### src/sv/chpp_pkg.sv
// ----------------------------------------------------------------------------
// chpp_pkg: shared types, constants and byte classes for the cookie parser.
// Holds the character constants, the field widths and the class record that
// travels from the front end to the back end.
// ----------------------------------------------------------------------------
package chpp_pkg;

  localparam int unsigned FIELD_W = 12;

  localparam logic [7:0] CH_EQ    = 8'h3D;  // '='
  localparam logic [7:0] CH_SEMI  = 8'h3B;  // ';'
  localparam logic [7:0] CH_SPACE = 8'h20;  // ' '
  localparam logic [7:0] CH_TAB   = 8'h09;  // '\t'
  localparam logic [7:0] CH_QUOTE = 8'h22;  // '"'

  // Classes of one header byte plus the end-of-header mark.
  typedef struct packed {
    logic sp;      // space or tab
    logic token;   // token character of a name
    logic octet;   // bare cookie-octet
    logic qoctet;  // cookie-octet or space inside quotes
    logic eq;
    logic semi;
    logic quote;
    logic last;
  } chpp_class_t;

  function automatic logic is_token(input logic [7:0] c);
    logic sep;
    sep = (c == 8'h22) || (c == 8'h28) || (c == 8'h29) || (c == 8'h2C) ||
          (c == 8'h2F) || (c == 8'h3A) || (c == 8'h3B) || (c == 8'h3C) ||
          (c == 8'h3D) || (c == 8'h3E) || (c == 8'h3F) || (c == 8'h40) ||
          (c == 8'h5B) || (c == 8'h5C) || (c == 8'h5D) || (c == 8'h7B) ||
          (c == 8'h7D);
    return (c >= 8'd33) && (c <= 8'd126) && !sep;
  endfunction

  function automatic logic is_octet(input logic [7:0] c);
    return (c >= 8'h21) && (c <= 8'h7E) && (c != CH_QUOTE) && (c != 8'h2C) &&
           (c != CH_SEMI) && (c != 8'h5C);
  endfunction

  function automatic chpp_class_t classify(input logic [7:0] c, input logic last);
    chpp_class_t k;
    k.sp     = (c == CH_SPACE) || (c == CH_TAB);
    k.token  = is_token(c);
    k.octet  = is_octet(c);
    k.qoctet = (c == CH_SPACE) || is_octet(c);
    k.eq     = (c == CH_EQ);
    k.semi   = (c == CH_SEMI);
    k.quote  = (c == CH_QUOTE);
    k.last   = last;
    return k;
  endfunction

endpackage

### src/sv/chpp_front.sv
// ----------------------------------------------------------------------------
// chpp_front: input side of the cookie parser.
// Classifies each accepted byte and holds it in a two-entry queue for the
// back end.
// ----------------------------------------------------------------------------
module chpp_front
  import chpp_pkg::*;
(
  input  logic        clk,
  input  logic        rst,
  input  logic        in_valid,
  output logic        in_stall,
  input  logic [7:0]  header_byte,
  input  logic        last_byte,
  output logic        q_valid,
  output chpp_class_t q_class,
  input  logic        q_pop
);

  chpp_class_t entries [2];
  logic        wr_ptr;
  logic        rd_ptr;
  logic [1:0]  count;
  logic        push;

  assign in_stall = (count == 2'd2);
  assign push     = in_valid && !in_stall;
  assign q_valid  = (count != 2'd0);
  assign q_class  = entries[rd_ptr];

  always_ff @(posedge clk) begin
    if (push) begin
      entries[wr_ptr] <= classify(header_byte, last_byte);
    end
  end

  always_ff @(posedge clk) begin
    if (rst) begin
      wr_ptr <= 1'b0;
      rd_ptr <= 1'b0;
      count  <= 2'd0;
    end else begin
      if (push) begin
        wr_ptr <= !wr_ptr;
      end
      if (q_pop) begin
        rd_ptr <= !rd_ptr;
      end
      count <= count + 2'(push) - 2'(q_pop);
    end
  end

  a_no_pop_empty: assert property (@(posedge clk) disable iff (rst)
    q_pop |-> q_valid)
    else $error("queue popped while empty");

  a_count_bound: assert property (@(posedge clk) disable iff (rst)
    (count == 2'd2) && !q_pop |=> (count == 2'd2))
    else $error("full queue lost an entry without a pop");

endmodule

### src/sv/chpp_back.sv
// ----------------------------------------------------------------------------
// chpp_back: parsing engine of the cookie parser.
// Runs the pair state machine on classified bytes and holds each result in
// an output register until the receiver takes it.
// ----------------------------------------------------------------------------
module chpp_back
  import chpp_pkg::*;
#(
  parameter int unsigned MAX_HEADER_LEN = 4096,
  parameter int unsigned POS_W          = 13
) (
  input  logic                clk,
  input  logic                rst,
  input  logic                q_valid,
  input  chpp_class_t         q_class,
  output logic                q_pop,
  output logic                out_valid,
  input  logic                out_stall,
  output logic                status,
  output logic [FIELD_W-1:0]  name_start,
  output logic [FIELD_W-1:0]  name_length,
  output logic [FIELD_W-1:0]  value_start,
  output logic [FIELD_W-1:0]  value_length,
  output logic                value_quoted,
  output logic                header_end
);

  typedef enum logic [2:0] {
    PH_LEAD, PH_NAME, PH_NAME_SP, PH_AFTER_EQ, PH_BARE, PH_QUOTED, PH_END_SP, PH_SKIP
  } phase_t;

  phase_t             phase, phase_next;
  logic [POS_W-1:0]   pos, pos_next, pos_inc;
  logic [FIELD_W-1:0] name_offset, name_offset_next;
  logic [FIELD_W-1:0] name_count, name_count_next;
  logic [FIELD_W-1:0] value_offset, value_offset_next;
  logic [FIELD_W-1:0] value_count, value_count_next;
  logic               quoted_flag, quoted_flag_next;
  logic               err, pair, emit;
  logic [FIELD_W-1:0] r_name_start, r_name_length, r_value_start, r_value_length;
  logic               r_quoted;

  assign q_pop   = q_valid && (!out_valid || !out_stall);
  assign pos_inc = pos + POS_W'(1);

  always_comb begin
    phase_next        = phase;
    pos_next          = pos;
    name_offset_next  = name_offset;
    name_count_next   = name_count;
    value_offset_next = value_offset;
    value_count_next  = value_count;
    quoted_flag_next  = quoted_flag;
    err               = 1'b0;
    pair              = 1'b0;

    if (phase != PH_SKIP) begin
      if (pos >= POS_W'(MAX_HEADER_LEN)) begin
        err = 1'b1;
      end else begin
        pos_next = pos_inc;
        unique case (phase)
          PH_LEAD: begin
            if (q_class.sp) begin
              phase_next = PH_LEAD;
            end else if (q_class.token) begin
              name_offset_next  = FIELD_W'(pos);
              name_count_next   = FIELD_W'(1);
              value_offset_next = '0;
              value_count_next  = '0;
              quoted_flag_next  = 1'b0;
              phase_next        = PH_NAME;
            end else begin
              err = 1'b1;
            end
          end
          PH_NAME, PH_NAME_SP: begin
            if (phase == PH_NAME && q_class.token) begin
              name_count_next = name_count + FIELD_W'(1);
            end else if (q_class.sp) begin
              phase_next = PH_NAME_SP;
            end else if (q_class.eq) begin
              value_offset_next = FIELD_W'(pos_inc);
              value_count_next  = '0;
              quoted_flag_next  = 1'b0;
              phase_next        = PH_AFTER_EQ;
            end else begin
              err = 1'b1;
            end
          end
          PH_AFTER_EQ: begin
            if (q_class.sp) begin
              value_offset_next = FIELD_W'(pos_inc);
            end else if (q_class.quote) begin
              value_offset_next = FIELD_W'(pos_inc);
              value_count_next  = '0;
              quoted_flag_next  = 1'b1;
              phase_next        = PH_QUOTED;
            end else if (q_class.octet) begin
              value_offset_next = FIELD_W'(pos);
              value_count_next  = FIELD_W'(1);
              phase_next        = PH_BARE;
            end else if (q_class.semi) begin
              pair = 1'b1;
            end else begin
              err = 1'b1;
            end
          end
          PH_BARE: begin
            if (q_class.octet) begin
              value_count_next = value_count + FIELD_W'(1);
            end else if (q_class.sp) begin
              phase_next = PH_END_SP;
            end else if (q_class.semi) begin
              pair = 1'b1;
            end else begin
              err = 1'b1;
            end
          end
          PH_QUOTED: begin
            if (q_class.qoctet) begin
              value_count_next = value_count + FIELD_W'(1);
            end else if (q_class.quote) begin
              phase_next = PH_END_SP;
            end else begin
              err = 1'b1;
            end
          end
          PH_END_SP: begin
            if (q_class.semi) begin
              pair = 1'b1;
            end else if (!q_class.sp) begin
              err = 1'b1;
            end
          end
          default: begin
            err = 1'b1;
          end
        endcase
      end

      // End of header decides between a finished pair and a truncated one.
      if (!err && !pair && q_class.last) begin
        if (phase_next == PH_AFTER_EQ || phase_next == PH_BARE ||
            phase_next == PH_END_SP) begin
          pair = 1'b1;
        end else begin
          err = 1'b1;
        end
      end
    end

    emit           = err || pair;
    r_name_start   = err ? '0 : name_offset_next;
    r_name_length  = err ? '0 : name_count_next;
    r_value_start  = err ? '0 : value_offset_next;
    r_value_length = err ? '0 : value_count_next;
    r_quoted       = err ? 1'b0 : quoted_flag_next;

    if (err && !q_class.last) begin
      phase_next = PH_SKIP;
    end else if (pair && !q_class.last) begin
      phase_next = PH_LEAD;
    end

    if (q_class.last) begin
      phase_next        = PH_LEAD;
      pos_next          = '0;
      name_offset_next  = '0;
      name_count_next   = '0;
      value_offset_next = '0;
      value_count_next  = '0;
      quoted_flag_next  = 1'b0;
    end
  end

  always_ff @(posedge clk) begin
    if (rst) begin
      phase        <= PH_LEAD;
      pos          <= '0;
      name_offset  <= '0;
      name_count   <= '0;
      value_offset <= '0;
      value_count  <= '0;
      quoted_flag  <= 1'b0;
      out_valid    <= 1'b0;
    end else begin
      if (q_pop) begin
        phase        <= phase_next;
        pos          <= pos_next;
        name_offset  <= name_offset_next;
        name_count   <= name_count_next;
        value_offset <= value_offset_next;
        value_count  <= value_count_next;
        quoted_flag  <= quoted_flag_next;
      end
      if (q_pop && emit) begin
        out_valid <= 1'b1;
      end else if (!out_stall) begin
        out_valid <= 1'b0;
      end
    end
  end

  always_ff @(posedge clk) begin
    if (q_pop && emit) begin
      status       <= err;
      name_start   <= r_name_start;
      name_length  <= r_name_length;
      value_start  <= r_value_start;
      value_length <= r_value_length;
      value_quoted <= r_quoted;
      header_end   <= err || q_class.last;
    end
  end

  a_err_ends_header: assert property (@(posedge clk) disable iff (rst)
    q_pop && err |=> out_valid && status && header_end)
    else $error("error result does not close the header");

  a_err_fields_zero: assert property (@(posedge clk) disable iff (rst)
    out_valid && status |-> name_start == '0 && name_length == '0 &&
    value_start == '0 && value_length == '0 && !value_quoted)
    else $error("error result carries nonzero fields");

  a_last_clears: assert property (@(posedge clk) disable iff (rst)
    q_pop && q_class.last |=> phase == PH_LEAD && pos == '0)
    else $error("state not cleared after final byte");

  a_pos_bound: assert property (@(posedge clk) disable iff (rst)
    pos <= POS_W'(MAX_HEADER_LEN))
    else $error("byte position beyond header limit");

endmodule

### src/sv/cookie_header_pair_parser_core.sv
// ----------------------------------------------------------------------------
// cookie_header_pair_parser_core: Cookie header name=value pair parser.
// Streams header bytes in and reports each pair as offsets and lengths.
// ----------------------------------------------------------------------------
// Usage: the input channel carries one request per header byte, with
// last_byte set on the final byte of a header. The output channel carries
// one request per finished pair (status 0) or one error request (status 1)
// on the first malformed byte, after which the rest of that header gives
// nothing. header_end marks the final request of a header.
// Throughput is one byte per cycle while the receiver does not stall: the
// state machine makes one phase transition per byte, fed from a table-like
// byte classifier. A byte is classified into a two-entry queue when it is
// accepted, the parser takes it from the queue once the output register is
// free, and its result is registered in the output register.
// When the receiver stalls, the result is held, the parser stops taking
// bytes for as long as a result waits in the output register, and the queue
// fills; in_stall rises when the queue holds two bytes. Reset empties the
// queue and the output register and returns the parser to the start of a
// header.
// ----------------------------------------------------------------------------
module cookie_header_pair_parser_core
  import chpp_pkg::*;
#(
  parameter int unsigned MAX_HEADER_LEN = 4096
) (
  input  logic               clk,
  input  logic               rst,
  input  logic               in_valid,
  output logic               in_stall,
  input  logic [7:0]         header_byte,
  input  logic               last_byte,
  output logic               out_valid,
  input  logic               out_stall,
  output logic               status,
  output logic [FIELD_W-1:0] name_start,
  output logic [FIELD_W-1:0] name_length,
  output logic [FIELD_W-1:0] value_start,
  output logic [FIELD_W-1:0] value_length,
  output logic               value_quoted,
  output logic               header_end
);

  // The position must hold the limit itself, which flags an overlong header.
  localparam int unsigned POS_W = $clog2(MAX_HEADER_LEN + 1);

  logic        q_valid;
  logic        q_pop;
  chpp_class_t q_class;

  // Front end: classifies bytes and buffers them so that input acceptance
  // waits on the output side only once the queue is full.
  chpp_front u_front (
    .clk         (clk),
    .rst         (rst),
    .in_valid    (in_valid),
    .in_stall    (in_stall),
    .header_byte (header_byte),
    .last_byte   (last_byte),
    .q_valid     (q_valid),
    .q_class     (q_class),
    .q_pop       (q_pop)
  );

  // Back end: the pair state machine and the output register.
  chpp_back #(
    .MAX_HEADER_LEN (MAX_HEADER_LEN),
    .POS_W          (POS_W)
  ) u_back (
    .clk          (clk),
    .rst          (rst),
    .q_valid      (q_valid),
    .q_class      (q_class),
    .q_pop        (q_pop),
    .out_valid    (out_valid),
    .out_stall    (out_stall),
    .status       (status),
    .name_start   (name_start),
    .name_length  (name_length),
    .value_start  (value_start),
    .value_length (value_length),
    .value_quoted (value_quoted),
    .header_end   (header_end)
  );

endmodule

### config.mk
export PLATFORM = sky130hd
export DESIGN_NAME = cookie_header_pair_parser_core
export DESIGN_NICKNAME = d
export VERILOG_FILES = /design/src/sv/chpp_pkg.sv /design/src/sv/chpp_front.sv /design/src/sv/chpp_back.sv /design/src/sv/cookie_header_pair_parser_core.sv
export SDC_FILE = /design/constraint.sdc
export NUM_CORES = 1
export LEC_CHECK = 0
export BUFFER_PORTS_ARGS = -buffer_cell sky130_fd_sc_hd__buf_2
export CAP_MARGIN = 10
export CORE_MARGIN = 10
export CORE_UTILIZATION = 40
export DETAILED_ROUTE_END_ITERATION = 16
export GPL_TIMING_DRIVEN = 0
export PLACE_DENSITY = 0.64
export SLEW_MARGIN = 10
export SYNTH_ARGS = -nofsm -noshare
export SYNTH_HDL_FRONTEND = slang
export SYNTH_SLANG_ARGS = --single-unit
### constraint.sdc
create_clock -name clk -period 8.2 [get_ports clk]
set_clock_uncertainty 0.2 [all_clocks]
set_input_delay 1.64 -clock clk [delete_from_list [all_inputs] [get_ports clk]]
set_output_delay 1.64 -clock clk [all_outputs]
set_load 0.03 [all_outputs]
Yosys cells after proc, flatten, opt, wreduce, memory -nomap -nowiden --
Memories as Yosys holds them, arrays and structs flattened. A register that Yosys moved wholly into a read port is not among the register bits. Index checks and enable logic that the tools add are counted. Widths: inputs -> output; s select.
Word-level totals: bits in writable memories 16, memories kept 1, bits in registers 121, word-level logic and storage cells 227, input bits 13
Cells by class: muxes and demuxes 111, $add $sub $neg 5, reductions and logical operators 53, magnitude comparators 3, equality and inequality tests 36
Memories:
- u_front.entries | depth 2, width 8, rd ports 1, clocked after memory_dff 1, write ports 1, line chpp_front.sv:20 | chpp_class_t entries [2];
Operators with widths (count):
- $mux 12 | 36
- $eq 8x6->1 const B | 12
- $pmux 12 s5 | 1
- $mux 3 | 18
- $eq 8x7->1 const B | 6
- $mux 1 | 47
- $mux 13 | 3
- $pmux 12 s3 | 1
- $add 12x1->12 const B | 2
- $ne 8x6->1 const B | 3
- $pmux 12 s2 | 1
- $logic_or 1x1->1 | 23
- $eq 3x3->1 const B | 5
- $pmux 3 s5 | 1
- $logic_and 1x1->1 | 14
- $add 13x1->13 const B | 1
- $ge 13x13->1 const B | 1
- $eq 3x2->1 const B | 3
- $logic_not 1->1 | 9
- $eq 8x4->1 const B | 1
- $ge 8x6->1 const B | 1
- $le 8x7->1 const B | 1
- $ne 8x7->1 const B | 1
- $pmux 1 s3 | 2
- 13 further kinds | 15

Logic depth before layout (Yosys ltp) --
Gate-level depths: netlist of run 1.
depth after elaboration 19, gate-level depth with buffers 10, gate-level depth less buffers 8

By module --
From an unflattened synthesis of run 1, not the netlist that was laid out.
Second synthesis, totals: cell total of the unflattened synthesis 815, area, all modules 7389.6 um^2
Modules (own cells, without submodules):
- chpp_back | seq. area each 2852.7 um^2, area each 6237.2 um^2, cells an instance 721, times used 1
- chpp_front | seq. area each 580.6 um^2, area each 1152.4 um^2, cells an instance 94, times used 1

Least setup slack after synthesis of run 1 --
Ideal clock, no wire load.
path kind input -> register, start point input port out_stall, end point register u_back.header_end, enable pin, library setup time 476 ps, cell stages on the path 4, arrival time 4708 ps, setup slack 2815 ps, path through o2bb2ai_1 clkbuf_1 clkbuf_1 a21oi_1
Between the ends: longest elaborated chain between the ends 4
RTL lines:
- from (decl) | line cookie_header_pair_parser_core.sv:33 | input logic out_stall,
- $logic_not 1->1 | line chpp_back.sv:43 | assign q_pop = q_valid && (!out_valid || !out_stall);
- $logic_or 1x1->1 | line chpp_back.sv:43
- $logic_and 1x1->1 | line chpp_back.sv:43
- $logic_and 1x1->1 | line chpp_back.sv:206 | if (q_pop && emit) begin
- to (signal assigned) | line chpp_back.sv:213 | header_end <= err || q_class.last;
- to (decl) | line chpp_back.sv:25 | output logic header_end
No other way between the ends. A chain may end at the register's enable or synchronous reset.

==> results.tsv, run 1 <==
metric	value	unit
commonest non-fill, non-tap cell in the layout	nor2_1	
Initial Util	40.8	%
Async S/R FF share, synth	0	%
Layout fillers	1761	
via count of the first global-routing pass	6349	
largest net degree at the start of global routing	29	
TritonCTS clock tree	done	
leakage	3.05	nW
placed cell area	7980	um2
relative slew slack	17.1	%
clock sink count	138	
post-synth net total	837	
share of post-route cells with drive strength above 1	13.9	%
RSZ-0062 raised after global routing	false	
non-filler cells, final	1142	
die area	24100	um2
detailed placement HPWL	16.0	mm
RD Place Congestion	0.950	
Core ar.	18000	um2
antenna violations before repair	0	
DRC	0	
Crit Path Max Fanout	10	
postcts setup bufs	0	
Cell Chain, Critical Path	buf_2 -> buf_4 -> mux2i_1 -> a21o_1 -> nand3_1 -> a31oi_1 -> clkbuf_1 -> nor3_1	
commonest non-fill, non-tap cells in the layout	87 x nor2_1, 72 x buf_2, 71 x dfxtp_1	
Die Height	155	um
Clock Tree Buf Depth	2	
Clock transition at path regs	60	ps
max-capacitance violation count	0	
GR Util All Layers	17.9	%
Buf+Inv Stages, Crit Path	3	
CTS resizes	0	
met3 Use GR	3.86	%
total design power	0.00305	W
Most Crowded Layer GR	met2	
outcome	complete, no violations	
dpl cells	1110	
synth top area cells	edfxtp_1 27%, dfxtp_1 19%, nor3_1 4.6%, nor2_1 4.5%, a21oi_1 3.9%	
TNS Setup	0	ps
crit path kind	reg -> reg	
drt total wl	21.9	mm
ANT nets after route	0	
num rows	49	
met1 Use GR	24.8	%
Yosys cell types	73	
PortBufs	62	
Tightest Pin Transition	1240	ps
FF/Latch Area	3430	um2
Synth Flop Type	dfxtp_1	
VDD IR max	0.216	mV
io pins	66	
CTS buffer count	17	
fmax	265	MHz
hold_ws	266	ps
Slowest-stage cell, CP	a31oi_1	
1st-pass router iterations	5	
first-pass GRT wire length	35.0	mm
Largest delay share family, worst path	compound AO/OA/AOI/OAI gates	
Crit path largest cell delay	1000	ps
area occupied by multi-input gates	3590	um2
Synth-to-Final Area Change	17.1	%
GR Layer Usage met2	26.9	%
gr ovfl total	0	
synthesized area per cell	8.96	um2
WP data required	8130	ps
crit end category	flip-flop	
Post-Syn Area	7320	um2
Post-synth EDFFs	67	
DRT iter0 DRCs	622	
Seq cells post-synth	138	
CTS Hold Bufs	0	
share of the synthesized area in the top cell type	27.5	%
Tmin final	3780	ps
Clock Root Buffer	clkbuf_16	
DR vias	6703	
Mapped Cells	817	
wire per inst	19.2	um
Worst Setup Start Kind	flip-flop	
routed vias/inst	5.87	
Final Setup Violations	0	
final net count	920	
Yosys top cell by area	edfxtp_1	
Slew Viols, Final	0	
final antenna diode count	0	
Tcrit/Tclk final	46.1	%
post-route cell area	8570	um2
cell area power density	356	nW/um2
register area share after synthesis	46.9	%
Synth Warn #	0	
Critical Path AT	3710	ps
worst skew pair latency	430	ps
die width	155	um
Hold Crit Class	reg -> reg	
H-tree depth	4	
final hold violations	0	
## per-stage QoR
step           util (%)  worst slack [ps]
2_1_floorplan         -              2820
3_3_place_gp       44.1              1070
3_5_place_dp       44.4              4290
4_1_cts            47.7              4500
5_1_grt            47.7              4330
6_report           47.7              4420
## layer usage
layer  share of wire, %  wire [um]
met5                  0          0
met4                2.2        471
met3                6.4       1400
met2                 44       9650
met1                 47      10400
## final cells by class
cell class | count | area share, %
multi-input cells | 602 | 41.8
flip-flops and latches | 138 | 40.1
clock buffers | 20 | 5.33
repair buffers | 64 | 4.18
well taps | 229 | 3.34
plain buffers | 57 | 2.77
clock inverters | 12 | 1.61
inverters | 20 | 0.876
## cell usage after synthesis (all sizes together), types with 5 or more instances
master,count
nor2,87
dfxtp,71
edfxtp,67
nor3,67
nand2,62
a21oi,57
o21ai,55
clkbuf,43
a22oi,22
and3,22
inv,20
nand3,17
a211oi,16
buf,14
mux2i,14
a31oi,10
nor4,10
nand2b,8
o21a,8
o2bb2ai,8
a21o,7
ha,7
nand4,7
nor2b,7
nor3b,7
or3,7
mux2,6
nand3b,6
o22ai,6
o31ai,6
and2,5
o311ai,5
o32ai,5
or3b,5
## sequential cells by signal, summed over array words and instances (netlist names), named ones only
| name | flops |
|---|---|
| u_front.rd_ptr | 1 |
| u_front.entries | 16 |
| u_front.wr_ptr | 1 |
| u_back.value_start | 12 |
| u_back.header_end | 1 |
| u_back.pos | 13 |
| u_back.value_count | 12 |
| u_back.value_offset | 12 |
| u_back.quoted_flag | 1 |
| u_back.name_length | 12 |
| u_back.name_start | 12 |
| u_back.value_quoted | 1 |
| u_back.out_valid | 1 |
| u_back.name_count | 12 |
| u_front.count | 2 |
| u_back.name_offset | 12 |
| u_back.status | 1 |
| u_back.value_length | 12 |
| u_back.phase | 3 |
## kinds of logic (layout without fill, tap and decap cells)
| kind of cell | after synthesis | after routing | synth area share, % |
|---|---|---|---|
| and+or+nand+nor | 331 | 331 | 22.6 |
| AOI/OAI and AO/OA | 236 | 236 | 21.2 |
| DFF | 138 | 138 | 46.9 |
| buffers and inverters | 77 | 173 | 4.27 |
| muxes | 20 | 20 | 2.94 |
| xor gates and xnor gates | 8 | 8 | 0.957 |
| adders and majority gates | 7 | 7 | 1.20 |
## path summary, 6_finish.rpt
kind / start / to / slack, ps / cells after the start
setup / recovery: flip-flop / u_back.value_start[6]$_SDFFCE_PP0P_ / 4420 / 8
hold / removal: u_back.value_offset[4]$_SDFFE_PP0P_ / u_back.value_offset[4]$_SDFFE_PP0P_ / 270 / 1
setup reg to reg: flip-flop / u_back.value_start[6]$_SDFFCE_PP0P_ / 4420 / 8
hold reg to reg: u_back.value_offset[4]$_SDFFE_PP0P_ / u_back.value_offset[4]$_SDFFE_PP0P_ / 270 / 1
## power by group
group / switching (W) / total, W / internal (W)
registers: 0.0000463 / 0.000940 / 0.000894
clock network: 0.000308 / 0.000776 / 0.000468
logic: 0.000998 / 0.00134 / 0.000340
total: 0.00135 / 0.00305 / 0.00170
Power figures use the tool's default switching activity.
==> inputs of run 2 (changes only) <==
--- a/config.mk
+++ b/config.mk
@@ -5,13 +5,14 @@
 export SDC_FILE = /design/constraint.sdc
 export NUM_CORES = 1
 export LEC_CHECK = 0
+export ABC_AREA = 1
 export BUFFER_PORTS_ARGS = -buffer_cell sky130_fd_sc_hd__buf_2
 export CAP_MARGIN = 10
 export CORE_MARGIN = 10
 export CORE_UTILIZATION = 40
 export DETAILED_ROUTE_END_ITERATION = 16
 export GPL_TIMING_DRIVEN = 0
-export PLACE_DENSITY = 0.64
+export PLACE_DENSITY = 0.66
 export SLEW_MARGIN = 10
 export SYNTH_ARGS = -nofsm -noshare
 export SYNTH_HDL_FRONTEND = slang
==> constraint.sdc (replaced) <==
create_clock -name clk -period 3.1 [get_ports clk]
set_clock_uncertainty 0.2 [all_clocks]
set_input_delay 0.62 -clock clk [delete_from_list [all_inputs] [get_ports clk]]
set_output_delay 0.62 -clock clk [all_outputs]
set_load 0.03 [all_outputs]
==> run 2 against run 1 <==
  * Wire length decreased by 9.3%
  * Maximum frequency increased by 30%
  * Flip-flop and latch count unchanged
  * Sequential power increased to 2.7 times the previous value
  * Synthesized cell count increased by 21%
  * Register-to-register slack got worse by 4200 ps
  * Global-route usage decreased by 1.6 points
  * Core utilization decreased by 0.75 points
  * Clock power increased to 2.6 times the previous value
  * First-iteration DRC count decreased by 24%
  * Sequential share of layout area decreased by 0.84 points
  * Clock-buffer cell count increased by 2
  * Largest cell class is now sequential cells
  * Highest routed layer unchanged
==> results.tsv, run 2 <==
metric	value	unit	change
H-tree depth	4		unchanged
first-pass GRT wire length	31.9	mm	-9.0%
post-synthesis compound-gate area fraction	16.0	%	-5.1 points
Core ar.	18600	um2	+3.8%
relative slew slack	52.3	%	+35 points
WP data required	3020	ps	-5110 ps
RD Place Congestion	0.935		-1.6%
Hold Crit Class	in -> reg		
drt total wl	19.9	mm	-9.3%
worst reg2reg startpoint	u_back.phase[1]$_SDFFE_PP0P_		
Tmin final	2920	ps	-861 ps
Cell Chain, Critical Path	buf_4 -> inv_2 -> nand2_1 -> nand3_1 -> inv_2 -> nand2_1 -> nand3_1 -> nand2_1 -> nor2_1 -> nand2_1 -> nand2_1 -> nand2_1 -> nand2_1 -> nand2_1 -> inv_2 -> buf_12		
clock sink count	138		unchanged
top flop regs	u_front.entries: 16 flops, u_back.pos: 13 flops		
die area	24700	um2	+2.6%
cell area power density	923	nW/um2	+160%
Seq cells post-synth	138		unchanged
Yosys top cell by area	edfxtp_1		
Reg-to-Reg End	u_back.name_start[4]$_SDFFCE_PP0P_		
largest family of logic cells by synthesized area	simple AND/OR/NAND/NOR gates		
ANT nets after route	0		unchanged
routed vias/inst	5.05		-14%
max-capacitance violation count	0		unchanged
Synth-to-Final Area Change	16.1	%	
VDD IR max	0.398	mV	+85%
CTS buffer count	17		unchanged
final antenna diode count	0		unchanged
Simple-Gate Fraction of Synth Area	26.1	%	+3.5 points
Layout fillers	1879		+6.7%
Critical Path AT	2840	ps	-870 ps
synth top area cells	edfxtp_1 27%, dfxtp_1 19%, nand2_1 12%, inv_1 6.7%, a21oi_1 5.4%		
part of the power in registers	31.7	%	+0.9 points
most used cell, CP	nand2_1		
PortBufs	65		+4.8%
placed cell area	8180	um2	+2.5%
Mapped Cells	992		+21%
Tightest Pin Transition	716	ps	-522 ps
synthesized area per cell	7.60	um2	-15%
register area share after synthesis	45.5	%	-1.4 points
Initial Util	40.4	%	-0.31 points
leakage	3.39	nW	+11%
DR vias	6682		-0.31%
Tcrit/Tclk final	94.1	%	+48 points
CTS Hold Bufs	0		unchanged
Clock Root Buffer	clkbuf_16		
reported net switching power	0.00356	W	+160%
final net count	1097		+19%
commonest non-fill, non-tap cell in the layout	nand2_1		
num rows	50		+2.0%
GR Util All Layers	16.3	%	-1.6 points
Clock power frac	24.7	%	-0.7 points
Synth Warn #	0		unchanged
post-synth net total	1012		+21%
Top reg by flops	u_front.entries		
outcome	complete, no violations		
final hold violations	0		unchanged
crit path kind	reg -> reg		
top-count cell post-synth	nand2_1		
gr ovfl total	0		unchanged
Comb pwr share	43.6	%	-0.2 points
worst skew pair latency	430	ps	about the same
Clock transition at path regs	60	ps	about the same
Post-Syn Area	7540	um2	+3.0%
Crit path largest cell delay	310	ps	-690 ps
max reg flops	16		unchanged
fmax	343	MHz	+30%
commonest non-fill, non-tap cells in the layout	238 x nand2_1, 134 x inv_1, 107 x nor2_1		
share of post-route cells with drive strength above 1	16.5	%	+2.6 points
Synth Flop Type	dfxtp_1		
DRC	0		unchanged
worst hold stages	1		unchanged
share of the synthesized area in the top cell type	26.7	%	-0.80 points
Worst Hold Path EP	u_front.entries[1][0]$_DFFE_PP_		
start point of the worst hold path	last_byte		
RSZ-0062 raised after global routing	false		
Slew Viols, Final	0		unchanged
via count of the first global-routing pass	6290		-0.93%
TritonCTS clock tree	done		
detailed placement HPWL	14.7	mm	-8.5%
Post-synth top cells	238 x nand2_1, 135 x inv_1, 107 x nor2_1		
worst reg-to-reg path cell count	16		+8
1st-pass router iterations	5		unchanged
wire per inst	15.0	um	-22%
Final Setup Violations	0		unchanged
io pins	66		unchanged
Internal Pwr Total	0.00453	W	+170%
Async S/R FF share, synth	0	%	unchanged
Die Height	157	um	+1.3%
post-synthesis xor/xnor area fraction	0.929	%	-0.028 points
Worst Setup Start Kind	flip-flop		
adder-cell share of the synthesized area	1.16	%	-0.035 points
Post-synth EDFFs	67		unchanged
crit end category	flip-flop		
die width	157	um	+1.3%
antenna violations before repair	0		unchanged
post-route cell area	8750	um2	+2.1%
Crit Path Max Fanout	40		+30
multiplexer area fraction after synthesis	0.133	%	-2.8 points
Slowest-stage cell, CP	inv_2		
Clock Tree Buf Depth	2		unchanged
total design power	0.00808	W	+160%
largest net degree at the start of global routing	41		+41%
Net Sw Frac	44.0	%	-0.26 points
hold_ws	177	ps	-88.6 ps
DRT iter0 DRCs	471		-24%
Yosys cell types	59		-19%
r2r setup slk	180	ps	-4240 ps
run 2: cell count changes in the layout (fill, tap and decap cells not counted), sizes merged, moves of 20 or more:
cell    change
nor3       -49
nand3      +20
nor2       +31
a21oi      +31
inv       +127
clkbuf     -26
nand2     +189
and3       -22
run 2: per-layer routing:
metal | share of wire, % | routed length (um) | GRT usage (%)
met1 | 44 | 8690 | 19.3
met2 | 48 | 9570 | 27.9
met3 | 5.8 | 1150 | 3.58
met4 | 2.3 | 450 | 6.50
met5 | 0 | 0 | 0
run 2: through the flow:
step / utilization, % / instances / setup TNS (ps) / setup WS, ps
after floorplan: - / 992 / 0 / 41.3
after global placement: 43.8 / 1291 / -60130 / -1190
after detailed placement: 43.9 / 1292 / -9260 / -235
after CTS: 47.0 / 1324 / 0 / 184
after global routing: 47.0 / 1324 / 0 / 18.9
final: 47.0 / 1324 / 0 / 182
run 2: cell type report:
class | count | area [um2] | share of cell area (%)
sequential | 138 | 3430 | 39.2
multi-input combinational | 672 | 3350 | 38.2
inverter | 151 | 572 | 6.53
clock buffer | 22 | 454 | 5.19
timing repair buffer | 66 | 345 | 3.94
tap | 234 | 293 | 3.34
buffer | 31 | 191 | 2.19
clock inverter | 10 | 119 | 1.36
run 2: logic make-up (layout without fill, tap and decap cells):
| logic type | Yosys count | after routing |
|---|---|---|
| AOI/OAI and AO/OA | 206 | 206 |
| xor gates and xnor gates | 8 | 8 |
| adders and majority gates | 7 | 7 |
| buffers and inverters | 182 | 280 |
| DFF | 138 | 138 |
| muxes | 1 | 1 |
| and+or+nand+nor | 450 | 450 |
run 2: power by group through the flow:
stage	clock network (W)	registers [W]	logic (W)
detailed placement	0	0.00260	0.00355
global route	0.00211	0.00261	0.00382
global placement	0	0.00262	0.00349
CTS	0.00201	0.00257	0.00355
finish	0.00199	0.00256	0.00353
floorplan	0	0.00327	0.00178
run 2: repair_timing:
item                       CTS  global route
setup endpoints to repair    1             0
resized for setup            1             0
setup buffers                0             0
run 2: worst max path at each step:
stage / from / end / cells after the start
after floorplan: flip-flop / u_back.header_end$_DFFE_PP_ / 15
after global placement: out_stall / u_back.value_length[9]$_SDFFCE_PP0P_ / 7
after detailed placement: out_stall / u_back.value_start[11]$_SDFFCE_PP0P_ / 8
after CTS: u_back.phase[1]$_SDFFE_PP0P_ / u_back.name_start[4]$_SDFFCE_PP0P_ / 16
after global routing: u_back.phase[1]$_SDFFE_PP0P_ / u_back.name_start[4]$_SDFFCE_PP0P_ / 16
final: u_back.phase[1]$_SDFFE_PP0P_ / u_back.name_start[4]$_SDFFCE_PP0P_ / 16
run 2: worst max-delay path: cells and delay by family (launching register included):
family | cells | cell delay (ps)
buf+inv | 5 | 1030
flops | 1 | 300
simple gates | 11 | 1020
==> inputs of run 3 (changes only) <==
--- a/config.mk
+++ b/config.mk
@@ -13,7 +13,9 @@
 export DETAILED_ROUTE_END_ITERATION = 16
 export GPL_TIMING_DRIVEN = 0
 export PLACE_DENSITY = 0.66
+export REMOVE_ABC_BUFFERS = 1
 export SLEW_MARGIN = 10
 export SYNTH_ARGS = -nofsm -noshare
 export SYNTH_HDL_FRONTEND = slang
 export SYNTH_SLANG_ARGS = --single-unit
+export TNS_END_PERCENT = 30
==> run 3 against run 2 <==
  * Cell area is 0.43% lower
  * Wire length is 6.1% lower
  * Combinational power is 7.4% lower
  * Largest cell class unchanged
  * Worst hold slack better by 4.9 ps
==> results.tsv, run 3 (synthesis gave the netlist of run 2 again) <==
metric	value	unit	change
max reg flops	16		unchanged
Clock Root Buffer	clkbuf_16		
Worst Setup Start Kind	flip-flop		
detailed placement HPWL	12.9	mm	-12%
CTS Hold Bufs	0		unchanged
DR vias	6631		-0.76%
num rows	50		unchanged
GR Layer Usage met2	25.6	%	-2.4 points
Critical Path AT	2800	ps	-40 ps
max-capacitance violation count	0		unchanged
WP data required	3010	ps	about the same
commonest non-fill, non-tap cell in the layout	nand2_1		
Tmin final	2890	ps	-30.7 ps
Final Setup Violations	0		unchanged
first-pass GRT wire length	31.6	mm	-0.76%
PortBufs	65		unchanged
via count of the first global-routing pass	6370		+1.3%
VDD IR max	0.599	mV	+50%
Comb pwr share	40.5	%	-3.1 points
Net Sw Frac	42.5	%	-1.5 points
die area	24700	um2	unchanged
GR Util All Layers	15.7	%	-0.53 points
Largest delay share family, worst path	simple AND/OR/NAND/NOR gates		
Cell Chain, Critical Path	nand2_2 -> nor2_2 -> a21oi_1 -> o21ai_1 -> nand3_1 -> nand2_1 -> inv_1 -> nand2_2 -> nand2_4 -> nand2_1 -> nand2_1 -> inv_6 -> buf_12		
DRT iter0 DRCs	614		+30%
CTS buffer count	17		unchanged
hold_ws	182	ps	+4.92 ps
reported net switching power	0.00344	W	-3.3%
critical path depth in cells	13		-3
Crit path largest cell delay	480	ps	+170 ps
Synth-to-Final Area Change	15.6	%	
final net count	1068		-2.6%
crit end category	flip-flop		
worst hold stages	1		unchanged
die width	157	um	unchanged
Crit Path Max Fanout	34		-15%
part of the power in registers	32.3	%	+0.6 points
Tcrit/Tclk final	93.2	%	-0.99 points
1st-pass router iterations	5		unchanged
top flop regs	u_front.entries: 16 flops, u_back.pos: 13 flops		
Internal Pwr Total	0.00465	W	+2.8%
drt total wl	18.7	mm	-6.1%
Core ar.	18600	um2	unchanged
commonest non-fill, non-tap cells in the layout	238 x nand2_1, 134 x inv_1, 106 x nor2_1		
H-tree depth	4		unchanged
TNS Setup	0	ps	unchanged
share of post-route cells with drive strength above 1	16.4	%	-0.11 points
crit path kind	reg -> reg		
final hold violations	0		unchanged
Most Crowded Layer GR	met2		
antenna violations before repair	0		unchanged
DRC	0		unchanged
relative slew slack	39.7	%	-13 points
met3 Use GR	3.17	%	-0.41 points
TritonCTS clock tree	done		
Hold Crit Class	in -> reg		
Slowest-stage cell, CP	dfxtp_2		
Clock Tree Buf Depth	2		unchanged
Clock power frac	27.2	%	+2.5 points
Slew Viols, Final	0		unchanged
worst skew pair latency	430	ps	about the same
clock sink count	138		unchanged
fmax	346	MHz	+1.1%
leakage	3.34	nW	-1.4%
Die Height	157	um	unchanged
wire per inst	14.4	um	-4.0%
ANT nets after route	0		unchanged
Clock transition at path regs	60	ps	about the same
gr ovfl total	0		unchanged
routed vias/inst	5.12		+1.5%
worst reg-to-reg path cell count	13		-3
largest net degree at the start of global routing	66		+61%
io pins	66		unchanged
Top reg by flops	u_front.entries		
met1 Use GR	20.1	%	+0.81 points
most used cell, CP	nand2_1		
final antenna diode count	0		unchanged
Tightest Pin Transition	904	ps	+187 ps
outcome	complete, no violations		
Buf+Inv Stages, Crit Path	3		-2
RD Place Congestion	0.918		-1.8%
cell area power density	928	nW/um2	+0.54%
Initial Util	40.4	%	unchanged
run 3: changes by cell type in the layout (fill, tap and decap cells not counted), moves of 2 or more:
cell / before / now
buf_2: 70 / 64
buf_6: 8 / 0
bufinv_16: 2 / 4
clkbuf_1: 18 / 1
clkbuf_8: 1 / 4
clkinv_2: 2 / 0
dfxtp_1: 71 / 67
dfxtp_2: 0 / 3
inv_2: 15 / 13
run 3: area by class of cell:
type                       instances  area, um2
fill                            1846       9930
sequential                       138       3440
multi-input combinational        673       3380
inverter                         151        582
clock buffer                      22        484
timing repair buffer              67        375
tap                              234        293
clock inverter                    10        164
run 3: repair_timing:
item | 4_1_cts | 5_1_grt
cloned | 1 | 0
pin swaps | 1 | 0
gates resized for setup | 4 | 9
endpoints found under the setup margin | 89 | 95
setup buffers | 0 | 0
run 3: power groups by stage:
stage	sequential [W]	combinational (W)	clock (W)
6_report	0.00262	0.00327	0.00220
5_1_grt	0.00266	0.00360	0.00234
4_1_cts	0.00262	0.00329	0.00224
3_5_place_dp	0.00265	0.00324	0
3_3_place_gp	0.00266	0.00310	0
2_1_floorplan	0.00330	0.00153	0
run 3: per-layer routing:
layer	routed length (um)	vias to the layer above
met5	0	-
met1	8560	3062
met4	340	0
li1	-	3346
met2	8690	193
met3	1070	30
run 3: final timing paths:
| path | from | end | slack, ps |
|---|---|---|---|
| min reg2reg | u_front.rd_ptr$_SDFFE_PP0P_ | flip-flop | 240 |
| max | u_back.phase[1]$_SDFFE_PP0P_ | u_back.value_length[8]$_SDFFCE_PP0P_ | 210 |
| min | last_byte | u_front.entries[0][0]$_DFFE_PP_ | 180 |
| max reg2reg | u_back.phase[1]$_SDFFE_PP0P_ | u_back.value_length[8]$_SDFFCE_PP0P_ | 210 |
run 3: stage by stage:
stage	cells	cell area, um2	utilization, %	worst slack [ps]	power [W]
after global routing	1295	8720	46.8	-7.63	0.00861
after detailed placement	1262	8030	43.0	-642	0.00590
after CTS	1295	8690	46.6	10.6	0.00815
after global placement	1260	7970	42.7	-3250	0.00576
final	1295	8720	46.8	212	0.00809
after floorplan	961	7350	-	-805	0.00484
